--- config.mk ---
export PLATFORM = sky130hd
export DESIGN_NAME = mdb_coin_changer_peripheral
export DESIGN_NICKNAME = d
export VERILOG_FILES = /design/src/design/mdbc_pkg.sv /design/src/design/mdb_coin_changer_peripheral.sv /design/src/design/mdbc_front.sv /design/src/design/mdbc_fifo.sv /design/src/design/mdbc_engine.sv
export SDC_FILE = /design/constraint.sdc
export NUM_CORES = 1
export LEC_CHECK = 0
export BUFFER_PORTS_ARGS = -buffer_cell sky130_fd_sc_hd__buf_2
export CAP_MARGIN = 20
export CORE_ASPECT_RATIO = 0.9
export CORE_MARGIN = 3
export CORE_UTILIZATION = 47
export CTS_CLUSTER_SIZE = 8
export DETAILED_ROUTE_END_ITERATION = 8
export HOLD_SLACK_MARGIN = 0.03
export MAX_ROUTING_LAYER = met4
export PLACE_DENSITY = 0.72
export SETUP_SLACK_MARGIN = 0.1
export SYNTH_ARGS = -nofsm -noshare
export SYNTH_HDL_FRONTEND = slang
export SYNTH_SLANG_ARGS = --single-unit
--- constraint.sdc ---
create_clock -name i_clk -period 4.91 [get_ports i_clk]
set_clock_uncertainty 0.1 [all_clocks]
set_input_delay 0 -clock i_clk [delete_from_list [all_inputs] [get_ports i_clk]]
set_output_delay 0 -clock i_clk [all_outputs]
set_load 0.005 [all_outputs]
--- src/design/mdbc_pkg.sv ---
// shared types, codes and answer tables for the coin changer peripheral
package mdbc_pkg;

    localparam int COIN_CHANNELS = 6;
    localparam int CH_W = (COIN_CHANNELS > 1) ? $clog2(COIN_CHANNELS) : 1;

    localparam logic [1:0] OP_TICK  = 2'd0;
    localparam logic [1:0] OP_BYTE  = 2'd1;
    localparam logic [1:0] OP_TXRDY = 2'd2;
    localparam logic [1:0] OP_COIN  = 2'd3;

    localparam logic [2:0] ST_ADDR   = 3'd0;
    localparam logic [2:0] ST_SUB    = 3'd1;
    localparam logic [2:0] ST_DATA   = 3'd2;
    localparam logic [2:0] ST_CHK    = 3'd3;
    localparam logic [2:0] ST_ANSWER = 3'd4;
    localparam logic [2:0] ST_ACK    = 3'd5;

    localparam logic [7:0] C_RESET     = 8'h08;
    localparam logic [7:0] C_SETUP     = 8'h09;
    localparam logic [7:0] C_TUBE      = 8'h0A;
    localparam logic [7:0] C_POLL      = 8'h0B;
    localparam logic [7:0] C_COINTYPE  = 8'h0C;
    localparam logic [7:0] C_DISPENSE  = 8'h0D;
    localparam logic [7:0] C_NOCMD     = 8'h0E;
    localparam logic [7:0] C_EXPANSION = 8'h0F;
    localparam logic [7:0] S_IDENT     = 8'h00;
    localparam logic [7:0] S_FEATURE   = 8'h01;
    localparam logic [7:0] S_DIAG      = 8'h05;
    localparam logic [7:0] B_ACK       = 8'h00;
    localparam logic [7:0] B_RET       = 8'hAA;
    localparam logic [7:0] B_NAK       = 8'hFF;
    localparam logic [7:0] ADDR_MASK   = 8'hF8;
    localparam logic [7:0] COIN_REPORT = 8'h40;

    localparam logic [2:0] LEN_UNKNOWN = 3'd7;

    localparam logic [5:0] LEN_SETUP = 6'd24;
    localparam logic [5:0] LEN_TUBE  = 6'd19;
    localparam logic [5:0] LEN_IDENT = 6'd34;
    localparam logic [5:0] LEN_DIAG  = 6'd3;

    localparam logic [2:0] E_NONE    = 3'd0;
    localparam logic [2:0] E_NOCMD   = 3'd1;
    localparam logic [2:0] E_UNKNOWN = 3'd2;
    localparam logic [2:0] E_NINTH   = 3'd3;
    localparam logic [2:0] E_RETRIES = 3'd4;
    localparam logic [2:0] E_BADACK  = 3'd5;
    localparam logic [2:0] E_TIMEOUT = 3'd6;

    localparam logic [1:0] CFG_IDLE  = 2'd0;
    localparam logic [1:0] CFG_IBYTE = 2'd1;
    localparam logic [1:0] CFG_ACK   = 2'd2;
    localparam logic [1:0] CFG_RETRY = 2'd3;

    typedef struct packed {
        logic [1:0] opcode;
        logic [7:0] rx_byte;
        logic       rx_mode_bit;
        logic [2:0] coin_channel;
    } t_in_item;

    typedef struct packed {
        logic       tx_valid;
        logic [7:0] tx_byte;
        logic       tx_mode_bit;
        logic       accept_enable;
        logic [2:0] error_code;
        logic       led_on;
    } t_out_item;

    // classified event handed from the front end to the protocol engine
    typedef struct packed {
        logic [1:0] opcode;
        logic [7:0] rx_byte;
        logic       rx_mode_bit;
        logic       addr_match;
        logic       coin_ok;
        logic [CH_W-1:0] coin_idx;
        logic [2:0] cmd_len;
        logic [2:0] sub_len;
    } t_event;

    function automatic logic [2:0] data_len(input logic [7:0] c);
        case (c)
            C_RESET, C_SETUP, C_TUBE, C_POLL, S_IDENT, S_DIAG: data_len = 3'd0;
            C_COINTYPE, S_FEATURE: data_len = 3'd4;
            C_DISPENSE: data_len = 3'd1;
            default: data_len = LEN_UNKNOWN;
        endcase
    endfunction

    function automatic logic [2:0] sub_len(input logic [7:0] c);
        case (c)
            S_IDENT, S_DIAG: sub_len = 3'd0;
            S_FEATURE: sub_len = 3'd4;
            default: sub_len = LEN_UNKNOWN;
        endcase
    endfunction

    function automatic logic [7:0] setup_rom(input logic [5:0] p);
        case (p)
            6'd0: setup_rom = 8'h03;
            6'd2: setup_rom = 8'h55;
            6'd3: setup_rom = 8'h05;
            6'd4: setup_rom = 8'h02;
            6'd7: setup_rom = 8'h01;
            6'd8: setup_rom = 8'h02;
            6'd9: setup_rom = 8'h05;
            6'd10: setup_rom = 8'd10;
            6'd11: setup_rom = 8'd20;
            6'd12: setup_rom = 8'd20;
            6'd23: setup_rom = 8'h99;
            default: setup_rom = 8'h00;
        endcase
    endfunction

    function automatic logic [7:0] ident_rom(input logic [5:0] p);
        case (p)
            6'd0: ident_rom = 8'h45;  6'd1: ident_rom = 8'h47;
            6'd2: ident_rom = 8'h53;  6'd3: ident_rom = 8'h31;
            6'd4: ident_rom = 8'h32;  6'd5: ident_rom = 8'h33;
            6'd6: ident_rom = 8'h34;  6'd7: ident_rom = 8'h35;
            6'd8: ident_rom = 8'h36;  6'd9: ident_rom = 8'h37;
            6'd10: ident_rom = 8'h38; 6'd11: ident_rom = 8'h39;
            6'd12: ident_rom = 8'h30; 6'd13: ident_rom = 8'h41;
            6'd14: ident_rom = 8'h42; 6'd15: ident_rom = 8'h45;
            6'd16: ident_rom = 8'h4D; 6'd17: ident_rom = 8'h50;
            6'd18: ident_rom = 8'h38; 6'd19: ident_rom = 8'h30;
            6'd20: ident_rom = 8'h30; 6'd21: ident_rom = 8'h30;
            6'd22: ident_rom = 8'h30; 6'd23: ident_rom = 8'h56;
            6'd24: ident_rom = 8'h34; 6'd25: ident_rom = 8'h56;
            6'd26: ident_rom = 8'h35; 6'd28: ident_rom = 8'h01;
            6'd33: ident_rom = 8'h5F;
            default: ident_rom = 8'h00;
        endcase
    endfunction

    function automatic logic [7:0] diag_rom(input logic [5:0] p);
        case (p)
            6'd0: diag_rom = 8'h01;
            6'd2: diag_rom = 8'h01;
            default: diag_rom = 8'h00;
        endcase
    endfunction

endpackage

--- src/design/mdb_coin_changer_peripheral.sv ---
// top level of the coin changer peripheral: front end, event queue, protocol engine
//
//  port group    direction  handshake            payload
//  event in      in         i_valid / o_stall    i_item (t_in_item)
//  result out    out        o_valid / i_stall    o_item (t_out_item)
//  config write  in         i_cfg_we             i_cfg_index, i_cfg_data
//
// one event per cycle sustained while the output is not stalled, one result beat per event
// each event passes the front register, a queue entry and the engine output register
// the engine applies each event through a combinational state update registered when taken
// synchronous active-low reset restores register defaults and clears coin counts
// a stall on the output fills the queue, then stalls the input
module mdb_coin_changer_peripheral (
    input  logic                i_clk,
    input  logic                i_rst_n,
    input  logic                i_valid,
    output logic                o_stall,
    input  mdbc_pkg::t_in_item  i_item,
    output logic                o_valid,
    input  logic                i_stall,
    output mdbc_pkg::t_out_item o_item,
    input  logic                i_cfg_we,
    input  logic [1:0]          i_cfg_index,
    input  logic [7:0]          i_cfg_data
);

    logic             f_valid, f_stall, q_valid, q_stall;
    mdbc_pkg::t_event f_ev, q_ev;

    mdbc_front u_front (
        .i_clk(i_clk), .i_rst_n(i_rst_n),
        .i_valid(i_valid), .o_stall(o_stall), .i_item(i_item),
        .o_ev_valid(f_valid), .i_ev_stall(f_stall), .o_ev(f_ev)
    );

    mdbc_fifo u_fifo (
        .i_clk(i_clk), .i_rst_n(i_rst_n),
        .i_valid(f_valid), .o_stall(f_stall), .i_ev(f_ev),
        .o_valid(q_valid), .i_stall(q_stall), .o_ev(q_ev)
    );

    mdbc_engine u_engine (
        .i_clk(i_clk), .i_rst_n(i_rst_n),
        .i_cfg_we(i_cfg_we), .i_cfg_index(i_cfg_index), .i_cfg_data(i_cfg_data),
        .i_ev_valid(q_valid), .o_ev_stall(q_stall), .i_ev(q_ev),
        .o_valid(o_valid), .i_stall(i_stall), .o_item(o_item)
    );

endmodule

--- src/design/mdbc_front.sv ---
// input stage: accepts events and classifies address, lengths and coin channel
module mdbc_front (
    input  logic                i_clk,
    input  logic                i_rst_n,
    input  logic                i_valid,
    output logic                o_stall,
    input  mdbc_pkg::t_in_item  i_item,
    output logic                o_ev_valid,
    input  logic                i_ev_stall,
    output mdbc_pkg::t_event    o_ev
);

    logic               r_valid;
    mdbc_pkg::t_event   r_ev;
    mdbc_pkg::t_event   n_ev;

    assign o_stall    = r_valid && i_ev_stall;
    assign o_ev_valid = r_valid;
    assign o_ev       = r_ev;

    always_comb begin
        n_ev.opcode      = i_item.opcode;
        n_ev.rx_byte     = i_item.rx_byte;
        n_ev.rx_mode_bit = i_item.rx_mode_bit;
        n_ev.addr_match  = (i_item.rx_byte & mdbc_pkg::ADDR_MASK) == mdbc_pkg::C_RESET;
        n_ev.coin_ok     = 32'(i_item.coin_channel) < mdbc_pkg::COIN_CHANNELS;
        n_ev.coin_idx    = mdbc_pkg::CH_W'(i_item.coin_channel);
        n_ev.cmd_len     = mdbc_pkg::data_len(i_item.rx_byte);
        n_ev.sub_len     = mdbc_pkg::sub_len(i_item.rx_byte);
    end

    always_ff @(posedge i_clk) begin
        if (!i_rst_n) begin
            r_valid <= 1'b0;
        end else if (!o_stall) begin
            r_valid <= i_valid;
        end
        if (!o_stall && i_valid) begin
            r_ev <= n_ev;
        end
    end

endmodule

--- src/design/mdbc_fifo.sv ---
// two-entry event queue between the front end and the protocol engine
module mdbc_fifo (
    input  logic              i_clk,
    input  logic              i_rst_n,
    input  logic              i_valid,
    output logic              o_stall,
    input  mdbc_pkg::t_event  i_ev,
    output logic              o_valid,
    input  logic              i_stall,
    output mdbc_pkg::t_event  o_ev
);

    mdbc_pkg::t_event r_mem [2];
    logic       r_wp;
    logic       r_rp;
    logic [1:0] r_cnt;
    logic       push;
    logic       pop;

    assign o_stall = r_cnt == 2'd2;
    assign o_valid = r_cnt != 2'd0;
    assign o_ev    = r_mem[r_rp];
    assign push    = i_valid && !o_stall;
    assign pop     = o_valid && !i_stall;

    always_ff @(posedge i_clk) begin
        if (!i_rst_n) begin
            r_wp  <= 1'b0;
            r_rp  <= 1'b0;
            r_cnt <= 2'd0;
        end else begin
            if (push) r_wp <= !r_wp;
            if (pop) r_rp <= !r_rp;
            r_cnt <= r_cnt + {1'b0, push} - {1'b0, pop};
        end
        if (push) r_mem[r_wp] <= i_ev;
    end

    property p_cnt_range;
        @(posedge i_clk) disable iff (!i_rst_n)
        r_cnt <= 2'd2;
    endproperty
    a_cnt_range: assert property (p_cnt_range) else $error("queue count overflow");

    property p_head_hold;
        @(posedge i_clk) disable iff (!i_rst_n)
        (o_valid && i_stall) |=> (o_valid && $stable(o_ev));
    endproperty
    a_head_hold: assert property (p_head_hold) else $error("queue head changed while stalled");

endmodule

--- src/design/mdbc_engine.sv ---
// protocol engine: command parsing, answers, retries, timeouts, coin counts
module mdbc_engine (
    input  logic                i_clk,
    input  logic                i_rst_n,
    input  logic                i_cfg_we,
    input  logic [1:0]          i_cfg_index,
    input  logic [7:0]          i_cfg_data,
    input  logic                i_ev_valid,
    output logic                o_ev_stall,
    input  mdbc_pkg::t_event    i_ev,
    output logic                o_valid,
    input  logic                i_stall,
    output mdbc_pkg::t_out_item o_item
);

    localparam int NCH = mdbc_pkg::COIN_CHANNELS;

    logic [7:0] r_idle_lim, r_ib_lim, r_ack_lim;
    logic [2:0] r_max_retry;
    logic [2:0] r_st, n_st;
    logic [7:0] r_cmd, n_cmd;
    logic [2:0] r_drem, n_drem;
    logic [7:0] r_csum, n_csum;
    logic [7:0] r_cdata [2];
    logic [7:0] n_cdata [2];
    logic [7:0] r_abytes [3];
    logic [7:0] n_abytes [3];
    logic [5:0] r_alen, n_alen;
    logic [5:0] r_aptr, n_aptr;
    logic [2:0] r_retry, n_retry;
    logic [7:0] r_ms, n_ms;
    logic [7:0] r_lbt, n_lbt;
    logic [7:0] r_lct, n_lct;
    logic       r_rseen, n_rseen;
    logic       r_idle_to, n_idle_to;
    logic       r_acc, n_acc;
    logic [7:0] r_coins [NCH];
    logic [7:0] n_coins [NCH];
    logic       r_ovalid;
    mdbc_pkg::t_out_item r_out, n_out;

    logic       take;
    logic [2:0] dlen;
    logic [2:0] idx;
    logic       found;
    logic [15:0] mask;
    logic [7:0] ob;

    assign o_ev_stall = r_ovalid && i_stall;
    assign take       = i_ev_valid && !o_ev_stall;
    assign o_valid    = r_ovalid;
    assign o_item     = r_out;

    always_comb begin
        n_st = r_st; n_cmd = r_cmd; n_drem = r_drem; n_csum = r_csum;
        n_cdata = r_cdata; n_abytes = r_abytes; n_alen = r_alen; n_aptr = r_aptr;
        n_retry = r_retry; n_ms = r_ms; n_lbt = r_lbt; n_lct = r_lct;
        n_rseen = r_rseen; n_idle_to = r_idle_to; n_acc = r_acc; n_coins = r_coins;
        n_out = '0;
        dlen = 3'd0; idx = 3'd0; found = 1'b0; mask = 16'd0; ob = 8'd0;
        if (r_st > mdbc_pkg::ST_ACK) n_st = mdbc_pkg::ST_ADDR;
        case (i_ev.opcode)
            mdbc_pkg::OP_TICK: begin
                n_ms = r_ms + 8'd1;
                case (r_st)
                    mdbc_pkg::ST_ADDR: begin
                        if (r_rseen && r_cmd != mdbc_pkg::C_RESET && !r_idle_to &&
                            (n_ms - r_lct) > r_idle_lim) begin
                            n_acc = 1'b0; n_idle_to = 1'b1;
                        end
                    end
                    mdbc_pkg::ST_SUB, mdbc_pkg::ST_DATA, mdbc_pkg::ST_CHK: begin
                        if ((n_ms - r_lbt) > r_ib_lim) begin
                            n_st = mdbc_pkg::ST_ADDR; n_lct = n_ms;
                            n_out.error_code = mdbc_pkg::E_TIMEOUT; n_out.led_on = 1'b1;
                        end
                    end
                    mdbc_pkg::ST_ACK: begin
                        if ((n_ms - r_lbt) > r_ack_lim) begin
                            n_st = mdbc_pkg::ST_ADDR; n_lct = n_ms;
                            n_out.error_code = mdbc_pkg::E_TIMEOUT; n_out.led_on = 1'b1;
                        end
                    end
                    default: ;
                endcase
            end
            mdbc_pkg::OP_BYTE: begin
                case (r_st)
                    mdbc_pkg::ST_ADDR: begin
                        if (i_ev.rx_mode_bit && i_ev.addr_match) begin
                            if (i_ev.rx_byte == mdbc_pkg::C_NOCMD) begin
                                n_st = mdbc_pkg::ST_ADDR; n_lct = r_ms;
                                n_out.error_code = mdbc_pkg::E_NOCMD; n_out.led_on = 1'b1;
                            end else begin
                                n_cmd = i_ev.rx_byte;
                                if (r_rseen || i_ev.rx_byte == mdbc_pkg::C_RESET) begin
                                    n_csum = i_ev.rx_byte;
                                    n_lbt = r_ms;
                                    if (r_idle_to) begin
                                        n_acc = 1'b1; n_idle_to = 1'b0;
                                    end
                                    if (i_ev.rx_byte == mdbc_pkg::C_EXPANSION) begin
                                        n_st = mdbc_pkg::ST_SUB;
                                    end else begin
                                        n_drem = i_ev.cmd_len;
                                        n_st = (i_ev.cmd_len == 3'd0) ? mdbc_pkg::ST_CHK
                                                                      : mdbc_pkg::ST_DATA;
                                    end
                                end
                            end
                        end
                    end
                    mdbc_pkg::ST_SUB: begin
                        n_lbt = r_ms;
                        if (i_ev.rx_mode_bit) begin
                            n_st = mdbc_pkg::ST_ADDR; n_lct = r_ms;
                            n_out.error_code = mdbc_pkg::E_NINTH; n_out.led_on = 1'b1;
                        end else begin
                            n_cmd = i_ev.rx_byte;
                            n_csum = r_csum + i_ev.rx_byte;
                            if (i_ev.sub_len == mdbc_pkg::LEN_UNKNOWN) begin
                                n_st = mdbc_pkg::ST_ADDR; n_lct = r_ms;
                                n_out.error_code = mdbc_pkg::E_UNKNOWN; n_out.led_on = 1'b1;
                            end else begin
                                n_drem = i_ev.sub_len;
                                n_st = (i_ev.sub_len == 3'd0) ? mdbc_pkg::ST_CHK
                                                              : mdbc_pkg::ST_DATA;
                            end
                        end
                    end
                    mdbc_pkg::ST_DATA: begin
                        n_lbt = r_ms;
                        if (i_ev.rx_mode_bit) begin
                            n_st = mdbc_pkg::ST_ADDR; n_lct = r_ms;
                            n_out.error_code = mdbc_pkg::E_NINTH; n_out.led_on = 1'b1;
                        end else begin
                            dlen = mdbc_pkg::data_len(r_cmd);
                            idx = dlen - r_drem;
                            if (dlen != mdbc_pkg::LEN_UNKNOWN && idx < 3'd2)
                                n_cdata[idx[0]] = i_ev.rx_byte;
                            n_csum = r_csum + i_ev.rx_byte;
                            if (r_drem != 3'd0) n_drem = r_drem - 3'd1;
                            if (n_drem == 3'd0) n_st = mdbc_pkg::ST_CHK;
                        end
                    end
                    mdbc_pkg::ST_CHK: begin
                        if (i_ev.rx_mode_bit) begin
                            n_st = mdbc_pkg::ST_ADDR; n_lct = r_ms;
                            n_out.error_code = mdbc_pkg::E_NINTH; n_out.led_on = 1'b1;
                        end else if (i_ev.rx_byte == r_csum) begin
                            n_st = mdbc_pkg::ST_ANSWER; n_aptr = 6'd0; n_retry = 3'd0;
                            n_alen = 6'd1; n_abytes[0] = mdbc_pkg::B_ACK;
                            case (r_cmd)
                                mdbc_pkg::C_RESET: begin
                                    n_acc = 1'b0; n_rseen = 1'b1;
                                end
                                mdbc_pkg::C_SETUP: n_alen = mdbc_pkg::LEN_SETUP;
                                mdbc_pkg::C_TUBE:  n_alen = mdbc_pkg::LEN_TUBE;
                                mdbc_pkg::S_IDENT: n_alen = mdbc_pkg::LEN_IDENT;
                                mdbc_pkg::S_DIAG:  n_alen = mdbc_pkg::LEN_DIAG;
                                mdbc_pkg::C_POLL: begin
                                    for (int i = 0; i < NCH; i++) begin
                                        if (!found && r_coins[i] != 8'd0) begin
                                            found = 1'b1;
                                            n_coins[i] = r_coins[i] - 8'd1;
                                            n_abytes[0] = mdbc_pkg::COIN_REPORT |
                                                          {4'd0, 4'(i)};
                                            n_abytes[1] = 8'd0;
                                            n_abytes[2] = mdbc_pkg::COIN_REPORT |
                                                          {4'd0, 4'(i)};
                                            n_alen = 6'd3;
                                        end
                                    end
                                end
                                mdbc_pkg::C_COINTYPE: begin
                                    mask = {r_cdata[0], r_cdata[1]};
                                    n_acc = 1'b0;
                                    for (int i = 0; i < NCH && i < 16; i++)
                                        if (mask[i]) n_acc = 1'b1;
                                end
                                default: ;
                            endcase
                        end else begin
                            n_st = mdbc_pkg::ST_ANSWER;
                            n_alen = 6'd1; n_aptr = 6'd0; n_abytes[0] = mdbc_pkg::B_NAK;
                        end
                    end
                    mdbc_pkg::ST_ACK: begin
                        if (i_ev.rx_mode_bit) begin
                            n_st = mdbc_pkg::ST_ADDR; n_lct = r_ms;
                            n_out.error_code = mdbc_pkg::E_NINTH; n_out.led_on = 1'b1;
                        end else if (i_ev.rx_byte == mdbc_pkg::B_ACK) begin
                            n_lct = r_ms; n_st = mdbc_pkg::ST_ADDR;
                        end else if (i_ev.rx_byte == mdbc_pkg::B_NAK ||
                                     i_ev.rx_byte == mdbc_pkg::B_RET) begin
                            if (r_retry < r_max_retry) begin
                                n_aptr = 6'd0; n_st = mdbc_pkg::ST_ANSWER;
                                n_retry = r_retry + 3'd1;
                            end else begin
                                n_st = mdbc_pkg::ST_ADDR; n_lct = r_ms;
                                n_out.error_code = mdbc_pkg::E_RETRIES; n_out.led_on = 1'b1;
                            end
                        end else begin
                            n_st = mdbc_pkg::ST_ADDR; n_lct = r_ms;
                            n_out.error_code = mdbc_pkg::E_BADACK; n_out.led_on = 1'b1;
                        end
                    end
                    default: ;
                endcase
            end
            mdbc_pkg::OP_TXRDY: begin
                if (r_st == mdbc_pkg::ST_ANSWER) begin
                    if (r_cmd == mdbc_pkg::C_SETUP && r_alen == mdbc_pkg::LEN_SETUP &&
                        r_aptr < mdbc_pkg::LEN_SETUP)
                        ob = mdbc_pkg::setup_rom(r_aptr);
                    else if (r_cmd == mdbc_pkg::S_IDENT && r_alen == mdbc_pkg::LEN_IDENT &&
                             r_aptr < mdbc_pkg::LEN_IDENT)
                        ob = mdbc_pkg::ident_rom(r_aptr);
                    else if (r_cmd == mdbc_pkg::C_TUBE && r_alen == mdbc_pkg::LEN_TUBE)
                        ob = 8'd0;
                    else if (r_cmd == mdbc_pkg::S_DIAG && r_alen == mdbc_pkg::LEN_DIAG &&
                             r_aptr < mdbc_pkg::LEN_DIAG)
                        ob = mdbc_pkg::diag_rom(r_aptr);
                    else if (r_aptr < 6'd3)
                        ob = r_abytes[r_aptr[1:0]];
                    else
                        ob = 8'd0;
                    n_out.tx_valid = 1'b1;
                    n_out.tx_byte  = ob;
                    n_aptr = r_aptr + 6'd1;
                    if ({1'b0, r_aptr} + 7'd1 >= {1'b0, r_alen}) begin
                        n_out.tx_mode_bit = 1'b1;
                        if (r_alen > 6'd1) begin
                            n_st = mdbc_pkg::ST_ACK; n_lbt = r_ms;
                        end else begin
                            n_st = mdbc_pkg::ST_ADDR; n_lct = r_ms;
                        end
                    end
                end
            end
            default: begin
                if (i_ev.coin_ok && r_coins[i_ev.coin_idx] != 8'hFF)
                    n_coins[i_ev.coin_idx] = r_coins[i_ev.coin_idx] + 8'd1;
            end
        endcase
        n_out.accept_enable = n_acc;
    end

    always_ff @(posedge i_clk) begin
        if (!i_rst_n) begin
            r_idle_lim <= 8'd250; r_ib_lim <= 8'd2; r_ack_lim <= 8'd8; r_max_retry <= 3'd3;
            r_st <= mdbc_pkg::ST_ADDR; r_cmd <= 8'd0; r_drem <= 3'd0; r_csum <= 8'd0;
            r_alen <= 6'd0; r_aptr <= 6'd0; r_retry <= 3'd0;
            r_ms <= 8'd0; r_lbt <= 8'd0; r_lct <= 8'd0;
            r_rseen <= 1'b0; r_idle_to <= 1'b0; r_acc <= 1'b1;
            for (int i = 0; i < NCH; i++) r_coins[i] <= 8'd0;
            r_ovalid <= 1'b0;
        end else begin
            if (i_cfg_we) begin
                case (i_cfg_index)
                    mdbc_pkg::CFG_IDLE:  r_idle_lim <= i_cfg_data;
                    mdbc_pkg::CFG_IBYTE: r_ib_lim <= i_cfg_data;
                    mdbc_pkg::CFG_ACK:   r_ack_lim <= i_cfg_data;
                    mdbc_pkg::CFG_RETRY: r_max_retry <= i_cfg_data[2:0];
                    default: ;
                endcase
            end
            if (!o_ev_stall) r_ovalid <= i_ev_valid;
            if (take) begin
                r_st <= n_st; r_cmd <= n_cmd; r_drem <= n_drem; r_csum <= n_csum;
                r_alen <= n_alen; r_aptr <= n_aptr; r_retry <= n_retry;
                r_ms <= n_ms; r_lbt <= n_lbt; r_lct <= n_lct;
                r_rseen <= n_rseen; r_idle_to <= n_idle_to; r_acc <= n_acc;
                r_coins <= n_coins;
            end
        end
        if (take) begin
            r_out <= n_out;
            r_cdata <= n_cdata;
            r_abytes <= n_abytes;
        end
    end

    property p_out_hold;
        @(posedge i_clk) disable iff (!i_rst_n)
        (r_ovalid && i_stall) |=> (r_ovalid && $stable(r_out));
    endproperty
    a_out_hold: assert property (p_out_hold) else $error("stalled beat changed");

    property p_led_err;
        @(posedge i_clk) disable iff (!i_rst_n)
        r_ovalid |-> (r_out.led_on == (r_out.error_code != mdbc_pkg::E_NONE));
    endproperty
    a_led_err: assert property (p_led_err) else $error("led and error disagree");

    property p_tx_only_answer;
        @(posedge i_clk) disable iff (!i_rst_n)
        (take && n_out.tx_valid) |-> (r_st == mdbc_pkg::ST_ANSWER);
    endproperty
    a_tx_only_answer: assert property (p_tx_only_answer) else $error("tx outside answer");

endmodule
; ---- Yosys cells after proc, flatten, opt, wreduce, memory -nomap -nowiden
; Memory sizes are Yosys's and may differ from the RTL's. A register that Yosys moved wholly into a read port is not among the register bits.
; Cells that the tools add are included.
; W data, S select, Z words.
[op_classes]
n_mux = 216
n_bitwise = 5
multipliers = 0
add_sub_neg = 18
order_cmp = 17
div_mod_pow = 0
n_eq_ne = 87
n_shift = 0
n_reduce_logical = 99
[op_table]
columns = op, n
row1 = $mux W8, 45
row2 = $mux W48, 5
row3 = $mux W23, 6
row4 = $mux W3, 42
row5 = $pmux W48 S2, 1
row6 = $pmux W8 S2, 5
row7 = $eq A8 B4 Y1 const B, 8
row8 = $mux W1, 58
row9 = $reduce_and A8 Y1, 7
row10 = $mux W6, 9
row11 = $bwmux W48, 1
row12 = $reduce_bool A8 Y1, 6
row13 = $sub A8 B1 Y8 const B, 6
row14 = $mux W4, 10
row15 = $ne A2 B1 Y1 const B, 18
row16 = $ne A2 B2 Y1 const B, 16
row17 = $pmux W8 S4, 1
row18 = $pmux W6 S5, 1
row19 = $reduce_and A9 Y1, 3
row20 = $logic_and A1 B1 Y1, 25
row21 = $bmux W8 S3, 1
row22 = $demux W8 S3, 1
row23 = $gt A8 B8 Y1, 3
row24 = $logic_not A8 Y1, 3
row25 = other kinds (81), 161
[word_totals]
reg_bits = 206
mem_bits_ro = 768
ramBits = 44
latchBits = 0
memories = 5
word_cells = 493
input_bits = 29
[mem_list]
columns = name, words, width, rd, rd_clocked_by_memory_dff, wr, line_no
row1 = (no name shown), 64, 7, 1, 1, 0, mdbc_pkg.sv:119  ; case (p)
row2 = (no name shown), 32, 7, 1, 1, 0, mdbc_pkg.sv:102  ; case (p)
row3 = (no name shown), 16, 3, 1, 1, 0, mdbc_pkg.sv:85  ; case (c)
row4 = (no name shown), 16, 3, 1, 1, 0, mdbc_pkg.sv:85
row5 = u_fifo.r_mem, 2, 22, 1, 1, 1, mdbc_fifo.sv:13  ; mdbc_pkg::t_event r_mem [2];

; ---- Longest topological paths before layout
; Gate-level depths: netlist of the first run.
[logic_depth]
depth_word = 47
mapped_depth = 20
depth_no_buf = 20

; ---- Cells and area by module
; Synthesis of the first run repeated with hierarchy kept, for this count alone.
[unflattened]
cells_unflattened = 1694
area_unflattened_um2 = 15277.2
[modules_own_cells]
columns = mod, area_each_um2, seq_area_each_um2, cells_per_inst, instances
row1 = mdbc_engine, 12639.6, 3993.8, 1556, 1
row2 = mdbc_fifo, 1839.3, 1421.4, 94, 1
row3 = mdbc_front, 798.3, 650.6, 44, 1

; ---- Worst setup path before layout of the first run
; OpenSTA, ideal clock, no wires.
[synth_timing]
path_type = reg-to-reg
startpoint = register (tool-made name)
endpoint = register (tool-made name)
n_path_buf = 7
t_required_ps = 4684
path_slack_ps = 380
path_stages_with_launch = 20
setup_time_ps = 126
synth_period_minus_slack_ps = 4530
arrival_ps = 4304
path_cell_list = dfxtp_1 buf_6 buf_12 buf_8 buf_2 mux2i_1 ha_1 clkbuf_1 clkinv_1 a2111o_1 and4_1 buf_2 a311oi_1 inv_1 ha_1 clkbuf_1 nor3_1 o21ai_0 a211oi_1 o21ai_0

; ---- Worst setup path in the final report of the first run
[layout_timing]
startpoint = register u_engine.r_ms[1]
endpoint = register u_engine.r_lct[6]
[layout_via]
elab_chain_len = 5
word_cells_on_any_way = 11
cone_classes = add/sub: 2 / order compare: 2 / eq/ne: 2 / mux: 4 / reduce/logical: 1
[layout_lines]
columns = element, line_no
row1 = start: declaration, mdbc_engine.sv:31  ; logic [7:0] r_ms, n_ms;
row2 = start signal: assignment, mdbc_engine.sv:272  ; r_ms <= n_ms; r_lbt <= n_lbt; r_lct <= n_lct;
row3 = $add A8 B1 Y8 *, mdbc_engine.sv:64  ; n_ms = r_ms + 8'd1;
row4 = $sub A8 B8 Y8, "mdbc_engine.sv:73, mdbc_engine.sv:79"
row5 = $gt A8 B8 Y1 (on tied branches), "mdbc_engine.sv:79, mdbc_engine.sv:73"
row6 = $ne A3 B2 Y1 (no line), -
row7 = $reduce_and A14 Y1 (no line), -
row8 = end signal: assignment, mdbc_engine.sv:272
row9 = end: declaration, mdbc_engine.sv:33  ; logic [7:0] r_lct, n_lct;
; Every way passes the cells marked *; elsewhere a longest branch is shown, timed or not. The select of a mux whose other input is x is not followed.
; A chain may end at the register's enable or synchronous reset.

==> flow_summary.yaml, run 1 <==
finish:
  final_common_cell: "nand2_1"
  layout.nets: 1889
  mostFrequentLayoutCells: "nand2_1 (184), nor2_1 (167), dfxtp_1 (161)"
  diodes: 0
  nFillCells: 2774
  syn2layout_area_growth_pct: 13.7
  final_util_pct: 55.0
  final_cells: 2203
  final_layout_size_suffix_gt1_share_pct: 10.2
power_and_ir_drop:
  p_per_area_nw_per_um2: 393
  p_leak_nw: 6.79
  power_mw: 6.77
  peakVddDrop_mv: 0.345
placement:
  dp.cells: 2099
  dpl.hpwl_um: 27400
  io_buffers: 45
  place_ws_ps: 172
  place.gp.congestion: 0.973
synth:
  syn_inst: 1694
  syn-num-nets: 1810
  ys_warn_count: 0
  ys_seq_area_share_pct: 39.7
  synth.distinct_cells: 103
  async_reset_ff_share_pct: 0
  syn_avg_cell_area_sq_um: 8.94
  synth-edff-count: 92
  ys.flop_type: "dfxtp_1"
  synth_seq_cells: 254
  syn_area_sq_um: 15100
min_path:
  min_path_type: "in2reg"
die:
  io_pins: 46
  row_count: 61
  dieArea_sq_um: 34400
  die_y_um: 176
  die_x_um: 195
  initial_core_util_pct: 48.4
  fp.coreArea_sq_um: 31300
timing:
  tns_ps: 0
  rsz0062_at_grt: "false"
  hold_violations: 0
  slew_violations: 0
  setup_ws_ps: 349
  relSlewSlack_pct: 26.5
  post-route-min-period_ps: 4560
  period_share_pct: 92.9
  fmax_mhz: 219
  tightest_slew_ps: 1100
  setup_viol: 0
routing:
  vias: 12900
  drcViolationCount: 0
  wire_per_inst_um: 17.8
  drt-initial-drc-count: 1199
  via_per_inst: 5.87
  ant_nets: 0
  dr.pass1.iters: 5
  wirelength_um: 39300
setup_path:
  cp-end-kind: "flip-flop"
  arrival_ps: 4860
  critPathKind: "reg2reg"
  cp-start-kind: "flip-flop"
  crit_required_ps: 5210
  crit_fanout: 8
cts:
  clockBufferDepth: 3
  cts_root_buffer: "clkbuf_16"
  cts_max_level: 2
  cts.sinks: 254
  clk_pin_slew_worst_paths_ps: 50
  numCtsBuffers: 38
  insertion_delay_ps: 520
  cts_tree: "yes"
grt:
  grt_overflow: 0
  antenna_found_initial: 0
  grt_pass1_vias: 12300
  grt_max_degree: 91
  grt_usage_pct: 23.0
  grt_pass1_wl_um: 63600
job:
  drv_cap: 0
status:
  status: "complete, no violations"
==> kinds of logic (layout without fill, tap and decap cells) <==
logic type      count (synthesis)  after routing  synth area share (%)
simple gates                  584            584                  18.6
compound gates                442            442                  19.6
flops                         254            254                  39.7
buf+inv                       181            281                  5.06
fa+ha+maj                      88             88                  7.45
xor+xnor                       80             80                  4.63
mux                            65             65                  4.94
==> area by class of cell <==
cell class              count  area [sq um]  share of cell area (%)
multi-input cells        1259          8390                    48.7
inverters                 104           390                    2.27
flip-flops and latches    254          6010                    34.9
clock buffers              59          1030                    5.98
clock inverters             2          25.0                   0.145
well taps                 409           512                    2.97
repair buffers            116           860                    4.99
==> final timing paths <==
check | slack [ps] | cells after the start | from | end
hold / removal | 100 | 2 | i_item[3] | u_front.o_ev[11]
setup reg to reg | 350 | 21 | u_engine.r_ms[1] | u_engine.r_lct[6]
hold reg to reg | 340 | 0 | u_front.o_ev[14] | u_fifo.r_mem[1][14]
setup / recovery | 350 | 21 | u_engine.r_ms[1] | u_engine.r_lct[6]
==> report_power, final <==
part,switching (mW),internal [mW]
clock network,0.898,1.43
logic,1.22,0.737
registers,0.115,2.37
total,2.23,4.54
==> flip-flops by register name (all words and copies together) (netlist names), 2 cells and up, named ones only <==
register,flops
u_engine.r_cdata,6
u_engine.r_idle_lim,8
u_fifo.r_mem,42
u_engine.r_abytes,8
u_engine.r_st,3
u_engine.r_retry,3
u_engine.r_ack_lim,8
u_engine.r_lbt,8
u_engine.r_aptr,6
u_engine.r_alen,5
u_fifo.r_cnt,2
u_engine.r_ms,8
u_engine.r_lct,8
u_engine.r_max_retry,3
u_engine.r_cmd,8
u_engine.r_ib_lim,8
u_engine.r_drem,3
u_engine.r_coins,48
u_engine.r_csum,8
u_engine.o_item,15
u_front.o_ev,21
==> critical path, cell delays in order (launching register included) <==
cell	delay [ps]
dfxtp_1	390
ha_1	300
ha_1	300
nor2b_1	120
o21ai_0	180
nand2b_1	110
a21o_1	190
a21o_1	190
a21o_1	170
a21oi_1	170
xnor2_1	180
ha_1	280
and3_1	170
nand4_1	100
o21ai_1	120
a2111oi_1	360
nor3_2	120
a2111oi_4	290
buf_4	180
buf_6	140
nor2_1	50
a211oi_1	210
==> synth_stat cells, types with 15 or more instances <==
master,number,area (sq um)
nand2_1,184,691
nor2_1,167,627
dfxtp_1,162,3240
a21oi_1,124,621
o21ai_0,99,495
inv_1,97,364
edfxtp_1,92,2760
ha_1,83,1040
clkbuf_1,49,184
xnor2_1,47,412
mux2i_1,44,440
nand3_1,41,205
nor3_1,34,170
nand2b_1,33,206
xor2_1,33,289
a21o_1,26,195
o211ai_1,23,173
a211oi_1,20,150
nor4_1,18,113
nor2b_1,16,100
and3_1,15,93.8
==> routing by layer <==
metal	vias up	global-route usage, %	share of wire [%]	wire length (um)
li1	6270	-	-	-
met1	6110	32.3	47	18400
met2	490	34.6	44	17100
met3	70	4.01	7.1	2790
met4	0	6.27	2.4	934
met5	-	-	0	0
==> per-stage QoR <==
step,instance area (sq um),hold WS [ps]
after floorplan,15100,-1.13
after global placement,15700,79.3
after detailed placement,15700,78.1
after CTS,17200,70.4
after global routing,17200,90.3
final,17200,100
==> what timing repair did <==
item,CTS,global route
endpoints found under the setup margin,0,8
gates resized for setup,0,6
hold buffers,40,0
hold endpoints to repair,80,0
setup buffers,0,2
No activity file was read; power rests on OpenSTA's default activity.
==> run 2, diff against run 1 <==
--- a/config.mk
+++ b/config.mk
@@ -10,6 +10,7 @@
 export CORE_ASPECT_RATIO = 0.9
 export CORE_MARGIN = 3
 export CORE_UTILIZATION = 47
+export CTS_BUF_LIST = sky130_fd_sc_hd__clkbuf_8 sky130_fd_sc_hd__clkbuf_16
 export CTS_CLUSTER_SIZE = 8
 export DETAILED_ROUTE_END_ITERATION = 8
 export HOLD_SLACK_MARGIN = 0.03
==> run 2 against run 1 <==
Net effect:
- via count decreased by 0.53%
- total power decreased by 0.56%
- hold slack got worse by 1.6 ps
- sequential power about the same
- critical path type unchanged
- wire length about the same
- sequential share of layout area unchanged
- combinational power about the same
- register-to-register slack about the same
- first-iteration DRC count increased by 1.4%
- cell count unchanged
==> flow_summary.yaml, run 2 (synthesis results as in run 1) <==
cts:
  insertion_delay_ps: 520
  cts_max_level: 2
  numCtsBuffers: 38
  cts.sinks: 254
  clockBufferDepth: 3
  clk_pin_slew_worst_paths_ps: 50
  cts_tree: "yes"
  cts_root_buffer: "clkbuf_16"
grt:
  grt_usage_pct: 23.0
  antenna_found_initial: 0
  grt_overflow: 0
  grt_pass1_vias: 12300
  grt_pass1_wl_um: 63600
  grt_max_degree: 91
min_path:
  min_path_type: "in2reg"
  holdPathStages: 2
  hold_start: "i_item[3]"
finish:
  nFillCells: 2774
  syn2layout_area_growth_pct: 13.7
  final_layout_size_suffix_gt1_share_pct: 10.2
  largest_reg_flops: 48
  mostFrequentLayoutCells: "nand2_1 (184), nor2_1 (167), dfxtp_1 (161)"
  diodes: 0
  fin_area_sq_um: 17200
  multiInputGateArea_sq_um: 8390
  regArea_sq_um: 6010
  layout.nets: 1889
  regMostFlops: "u_engine.r_coins"
  final_common_cell: "nand2_1"
die:
  initial_core_util_pct: 48.4
  dieArea_sq_um: 34400
  row_count: 61
  fp.coreArea_sq_um: 31300
  io_pins: 46
  die_x_um: 195
  die_y_um: 176
setup_path:
  cp-start-kind: "flip-flop"
  max_stage_delay_ps: 390
  timing.rr.start: "u_engine.r_ms[1]"
  crit_required_ps: 5210
  critPathKind: "reg2reg"
  worstRegToRegCells: 21
  cp-end-kind: "flip-flop"
  crit_start: "u_engine.r_ms[1]"
  arrival_ps: 4850
  slowest_stage: "dfxtp_1"
  crit_fanout: 8
  cp_cell_sequence: "ha_1 > ha_1 > nor2b_1 > o21ai_0 > nand2b_1 > a21o_1 > a21o_1 > a21o_1 > a21oi_1 > xnor2_1 > ha_1 > and3_1 > nand4_1 > o21ai_1 > a2111oi_1 > nor3_2 > a2111oi_4 > buf_4 > buf_6 > nor2_1 > a211oi_1"
timing:
  rsz0062_at_grt: "false"
  slew_violations: 0
  hold_violations: 0
  setup_ws_ps: 360
  holdWs_ps: 98.8
  tightest_slew_ps: 1110
  setup_viol: 0
  relSlewSlack_pct: 26.1
  fmax_mhz: 220
  period_share_pct: 92.7
  post-route-min-period_ps: 4550
  tns_ps: 0
routing:
  vias: 12900
  wirelength_um: 39300
  dr.pass1.iters: 5
  wire_per_inst_um: 17.8
  via_per_inst: 5.84
  ant_nets: 0
  drcViolationCount: 0
  drt-initial-drc-count: 1216
placement:
  place_area_sq_um: 15700
  place_ws_ps: 172
  io_buffers: 45
  dpl.hpwl_um: 27400
  place.gp.congestion: 0.973
status:
  status: "complete, no violations"
job:
  drv_cap: 0
power_and_ir_drop:
  p_leak_nw: 6.88
  p_per_area_nw_per_um2: 391
  peakVddDrop_mv: 0.345
## run 2: cell types whose count changed in the layout (fill, tap and decap cells not counted), sizes merged
cell,before,now
inv,101,122
clkbuf,59,38
## run 2: layer usage
metal	vias to the layer above	part of all wire (%)	routed length (um)	GRT usage, %
li1	6270	-	-	-
met1	6081	47	18600	32.3
met2	457	44	17200	34.6
met3	63	6.7	2640	4.01
met4	0	2.2	875	6.27
met5	-	0	0	-
## run 2: path summary, 6_finish.rpt
path / end / slack [ps]
max reg2reg: u_engine.r_lct[6] / 360
min reg2reg: u_fifo.r_mem[1][14] / 340
max: u_engine.r_lct[6] / 360
min: u_front.o_ev[11] / 100
## run 2: through the flow
| step | instances | power (mW) | utilization [%] |
|---|---|---|---|
| 6_report | 2203 | 6.73 | 55.0 |
| 4_1_cts | 2200 | 6.74 | 54.9 |
| 3_3_place_gp | 2099 | 4.37 | 50.2 |
| 5_1_grt | 2203 | 7.08 | 55.0 |
| 3_5_place_dp | 2099 | 4.41 | 50.2 |
| 2_1_floorplan | 1694 | 3.87 | - |
## run 2: area by class of cell
| type | count | area share [%] |
|---|---|---|
| Clock inverter | 23 | 0.603 |
| Inverter | 104 | 2.27 |
| Multi-Input combinational cell | 1259 | 48.7 |
| Sequential cell | 254 | 34.9 |
| Clock buffer | 38 | 5.53 |
| Timing Repair Buffer | 116 | 4.99 |
| Tap cell | 409 | 2.97 |
## run 2: power by group
part	total, mW	internal, mW	switching [mW]	leakage [nW]
Combinational	1.96	0.737	1.22	4.13
Clock	2.28	1.38	0.903	0.591
Sequential	2.49	2.37	0.115	2.16
Total	6.73	4.49	2.24	6.88
## run 2: worst max-delay path, delay by kind of cell, from the launching register on
kind,cells,cell delay [ps]
AOI/OAI and AO/OA,9,1880
adders and majority gates,3,880
and+or+nand+nor,6,670
DFF,1,390
buffers and inverters,2,310
xor gates and xnor gates,1,180
## run 2: timing repair
action,4_1_cts,5_1_grt
endpoints found under the hold margin,80,0
buffers inserted,0,2
endpoints found under the setup margin,0,8
hold buffers,40,0
gates resized for setup,0,6
==> run 3, diff against run 2 <==
--- a/config.mk
+++ b/config.mk
@@ -19,4 +19,5 @@
 export SETUP_SLACK_MARGIN = 0.1
 export SYNTH_ARGS = -nofsm -noshare
 export SYNTH_HDL_FRONTEND = slang
+export SYNTH_HIERARCHICAL = 1
 export SYNTH_SLANG_ARGS = --single-unit
==> run 3 against run 2 <==
Net effect:
- synthesized cell count stayed put
- cell count is 0.41% lower
- non-clock buffer count is 1 higher
- die area is 0.87% higher
- critical path depth is 4 lower
- wire length is 4.0% higher
- count of clock-buffer cells in the layout stayed put
- final area is 1.1% higher
- fmax is 3.2% higher
- sequential power hardly changed
- clock power is 4% higher
- area after synthesis is 0.90% higher
- critical endpoint is now u_engine/o_item[4]
- largest power group unchanged
==> flow_summary.yaml, run 3 <==
finish:
  mostFrequentLayoutCells: "dfxtp_1 (162), nand2_1 (158), nor2_1 (143)"
  final_util_pct: 55.3
  nFillCells: 2804
  largest_reg_flops: 48
  syn2layout_area_growth_pct: 13.9
  regMostFlops: "u_engine/r_coins"
  layout.nets: 1878
  diodes: 0
  final_common_cell: "dfxtp_1"
  final_layout_size_suffix_gt1_share_pct: 10.7
setup_path:
  arrival_ps: 4580
  cp_cell_sequence: "ha_1 > ha_1 > nor2b_1 > o21ai_0 > a21boi_0 > o21ai_0 > nand2b_1 > a21o_1 > a21oi_1 > xnor2_1 > ha_1 > nand4_1 > nor2_1 > nor4_1 > o21ai_0 > a21oi_1 > o21ai_0"
  cp-start-kind: "flip-flop"
  max_stage_delay_ps: 500
  slowest_stage: "dfxtp_1"
  cp-end-kind: "flip-flop"
  path_delay_family: "compound AO/OA/AOI/OAI gates"
  worstRegToRegCells: 17
  timing.rr.start: "u_engine/r_ms[0]"
  critPathKind: "reg2reg"
  crit_buf_inv: 0
  crit_fanout: 7
  rrSetupSlack_ps: 500
  crit_required_ps: 5080
  critPathCapture: "u_engine/o_item[4]"
  crit_start: "u_engine/r_ms[0]"
  r2r-end: "u_engine/o_item[4]"
  crit_top_cell: "o21ai_0"
  path_depth: 17
grt:
  grt_max_degree: 71
  grtUsageMet3_pct: 3.46
  grt-busiest-layer: "met2"
  antenna_found_initial: 0
  grt_pass1_wl_um: 66200
  grt_use_met2_pct: 36.3
  grt_overflow: 0
  use_met1_pct: 33.2
  grt_pass1_vias: 12600
  grt_usage_pct: 23.8
routing:
  drt-initial-drc-count: 1230
  ant_nets: 0
  drcViolationCount: 0
  wire_per_inst_um: 18.6
  dr.pass1.iters: 7
  via_per_inst: 5.99
  wirelength_um: 40900
  vias: 13200
job:
  drv_cap: 0
placement:
  place.gp.congestion: 0.973
  io_buffers: 45
  place_ws_ps: 636
  dpl.hpwl_um: 28500
synth:
  async_reset_ff_share_pct: 0
  syn_inst: 1694
  synth_seq_cells: 256
  synth_top_cell_area_share_pct: 21.2
  syn-num-nets: 1811
  ys_warn_count: 6
  syn_area_sq_um: 15300
  syn_avg_cell_area_sq_um: 9.02
  yosysMostFrequentCell: "dfxtp_1"
  synth.distinct_cells: 95
  yosys-top-cells-count: "dfxtp_1 (162), nand2_1 (158), nor2_1 (144)"
  synth-edff-count: 94
  ys_seq_area_share_pct: 39.7
  ys.flop_type: "dfxtp_1"
  synth.area.top_cells: "dfxtp_1 (21%), edfxtp_1 (18%), ha_1 (6.9%)"
  yosysTopAreaCell: "dfxtp_1"
timing:
  period_share_pct: 89.8
  setup_ws_ps: 501
  slew_violations: 0
  hold_violations: 0
  holdWs_ps: 80.2
  post-route-min-period_ps: 4410
  tightest_slew_ps: 1050
  fmax_mhz: 227
  setup_viol: 0
  rsz0062_at_grt: "false"
  relSlewSlack_pct: 30.0
  tns_ps: 0
power_and_ir_drop:
  p_per_area_nw_per_um2: 418
  power.net_switching_mw: 2.56
  power_frac_clock_pct: 32.6
  comb_power_share_pct: 32.7
  peakVddDrop_mv: 0.356
  seqPwrFrac_pct: 34.6
  internal_power_mw: 4.72
  power_mw: 7.28
  switching_share_pct: 35.2
  p_leak_nw: 7.02
status:
  status: "complete, no violations"
die:
  fp.coreArea_sq_um: 31400
  die_x_um: 196
  io_pins: 46
  initial_core_util_pct: 48.6
  die_y_um: 177
  dieArea_sq_um: 34700
  row_count: 61
min_path:
  holdPathStages: 2
  min_path_type: "in2reg"
cts:
  insertion_delay_ps: 540
  cts_tree: "yes"
  cts_root_buffer: "clkbuf_16"
  cts.sinks: 256
  numCtsBuffers: 38
  clk_pin_slew_worst_paths_ps: 50
  cts_max_level: 2
  clockBufferDepth: 3
==> run 3: cells by family after synthesis <==
group	after synthesis	share of synthesized area [%]
simple gates	561	18.0
compound gates	428	19.5
flops	256	39.7
buf+inv	205	5.42
fa+ha+maj	88	7.40
mux	79	5.59
xor+xnor	77	4.41
==> run 3: cell type report <==
type / count / area [sq um] / area share, %
multi-input combinational: 1233 / 8390 / 48.2
sequential: 256 / 6070 / 34.9
clock buffer: 38 / 951 / 5.47
timing repair buffer: 117 / 898 / 5.16
tap: 409 / 512 / 2.94
inverter: 115 / 438 / 2.52
clock inverter: 26 / 145 / 0.834
==> run 3: how the worst min path moves through the flow <==
stage,start,endpoint,slack (ps)
floorplan,i_item[3],u_front/o_ev[11],-1
CTS,i_item[3],u_front/o_ev[11],50
global placement,i_item[3],u_front/o_ev[11],80
global route,i_item[0],u_front/o_ev[6],100
detailed placement,i_item[3],u_front/o_ev[11],80
finish,i_item[0],u_front/o_ev[6],80
==> run 3: per-stage QoR <==
stage / cell area, sq um / std cells
detailed placement: 15800 / 2085
global route: 17400 / 2194
floorplan: 15300 / 1694
finish: 17400 / 2194
global placement: 15800 / 2085
CTS: 17400 / 2193
==> run 3: routing by layer <==
layer	vias up	routed length, um
met5	-	0
met3	87	2780
li1	6306	-
met4	0	979
met2	509	18300
met1	6248	18900
==> run 3: power groups by stage <==
stage	clock network (mW)	registers, mW	logic (mW)
after detailed placement	0	2.56	2.29
after floorplan	0	2.52	1.71
after global routing	2.51	2.53	2.60
after CTS	2.43	2.52	2.33
final	2.37	2.52	2.38
after global placement	0	2.55	2.24
==> run 3: worst reg2reg max path, stage by stage, from the launching register on <==
cell and delay, ps:
dfxtp_1 500, ha_1 350, ha_1 290, nor2b_1 130
o21ai_0 300, a21boi_0 180, o21ai_0 220, nand2b_1 120
a21o_1 190, a21oi_1 230, xnor2_1 110, ha_1 350
nand4_1 110, nor2_1 80, nor4_1 400, o21ai_0 170
a21oi_1 190, o21ai_0 140
==> run 3: repair_timing <==
action,in CTS,in global routing
gates resized for setup,0,0
hold buffers,44,0
hold endpoints to repair,92,0
setup buffers,0,0
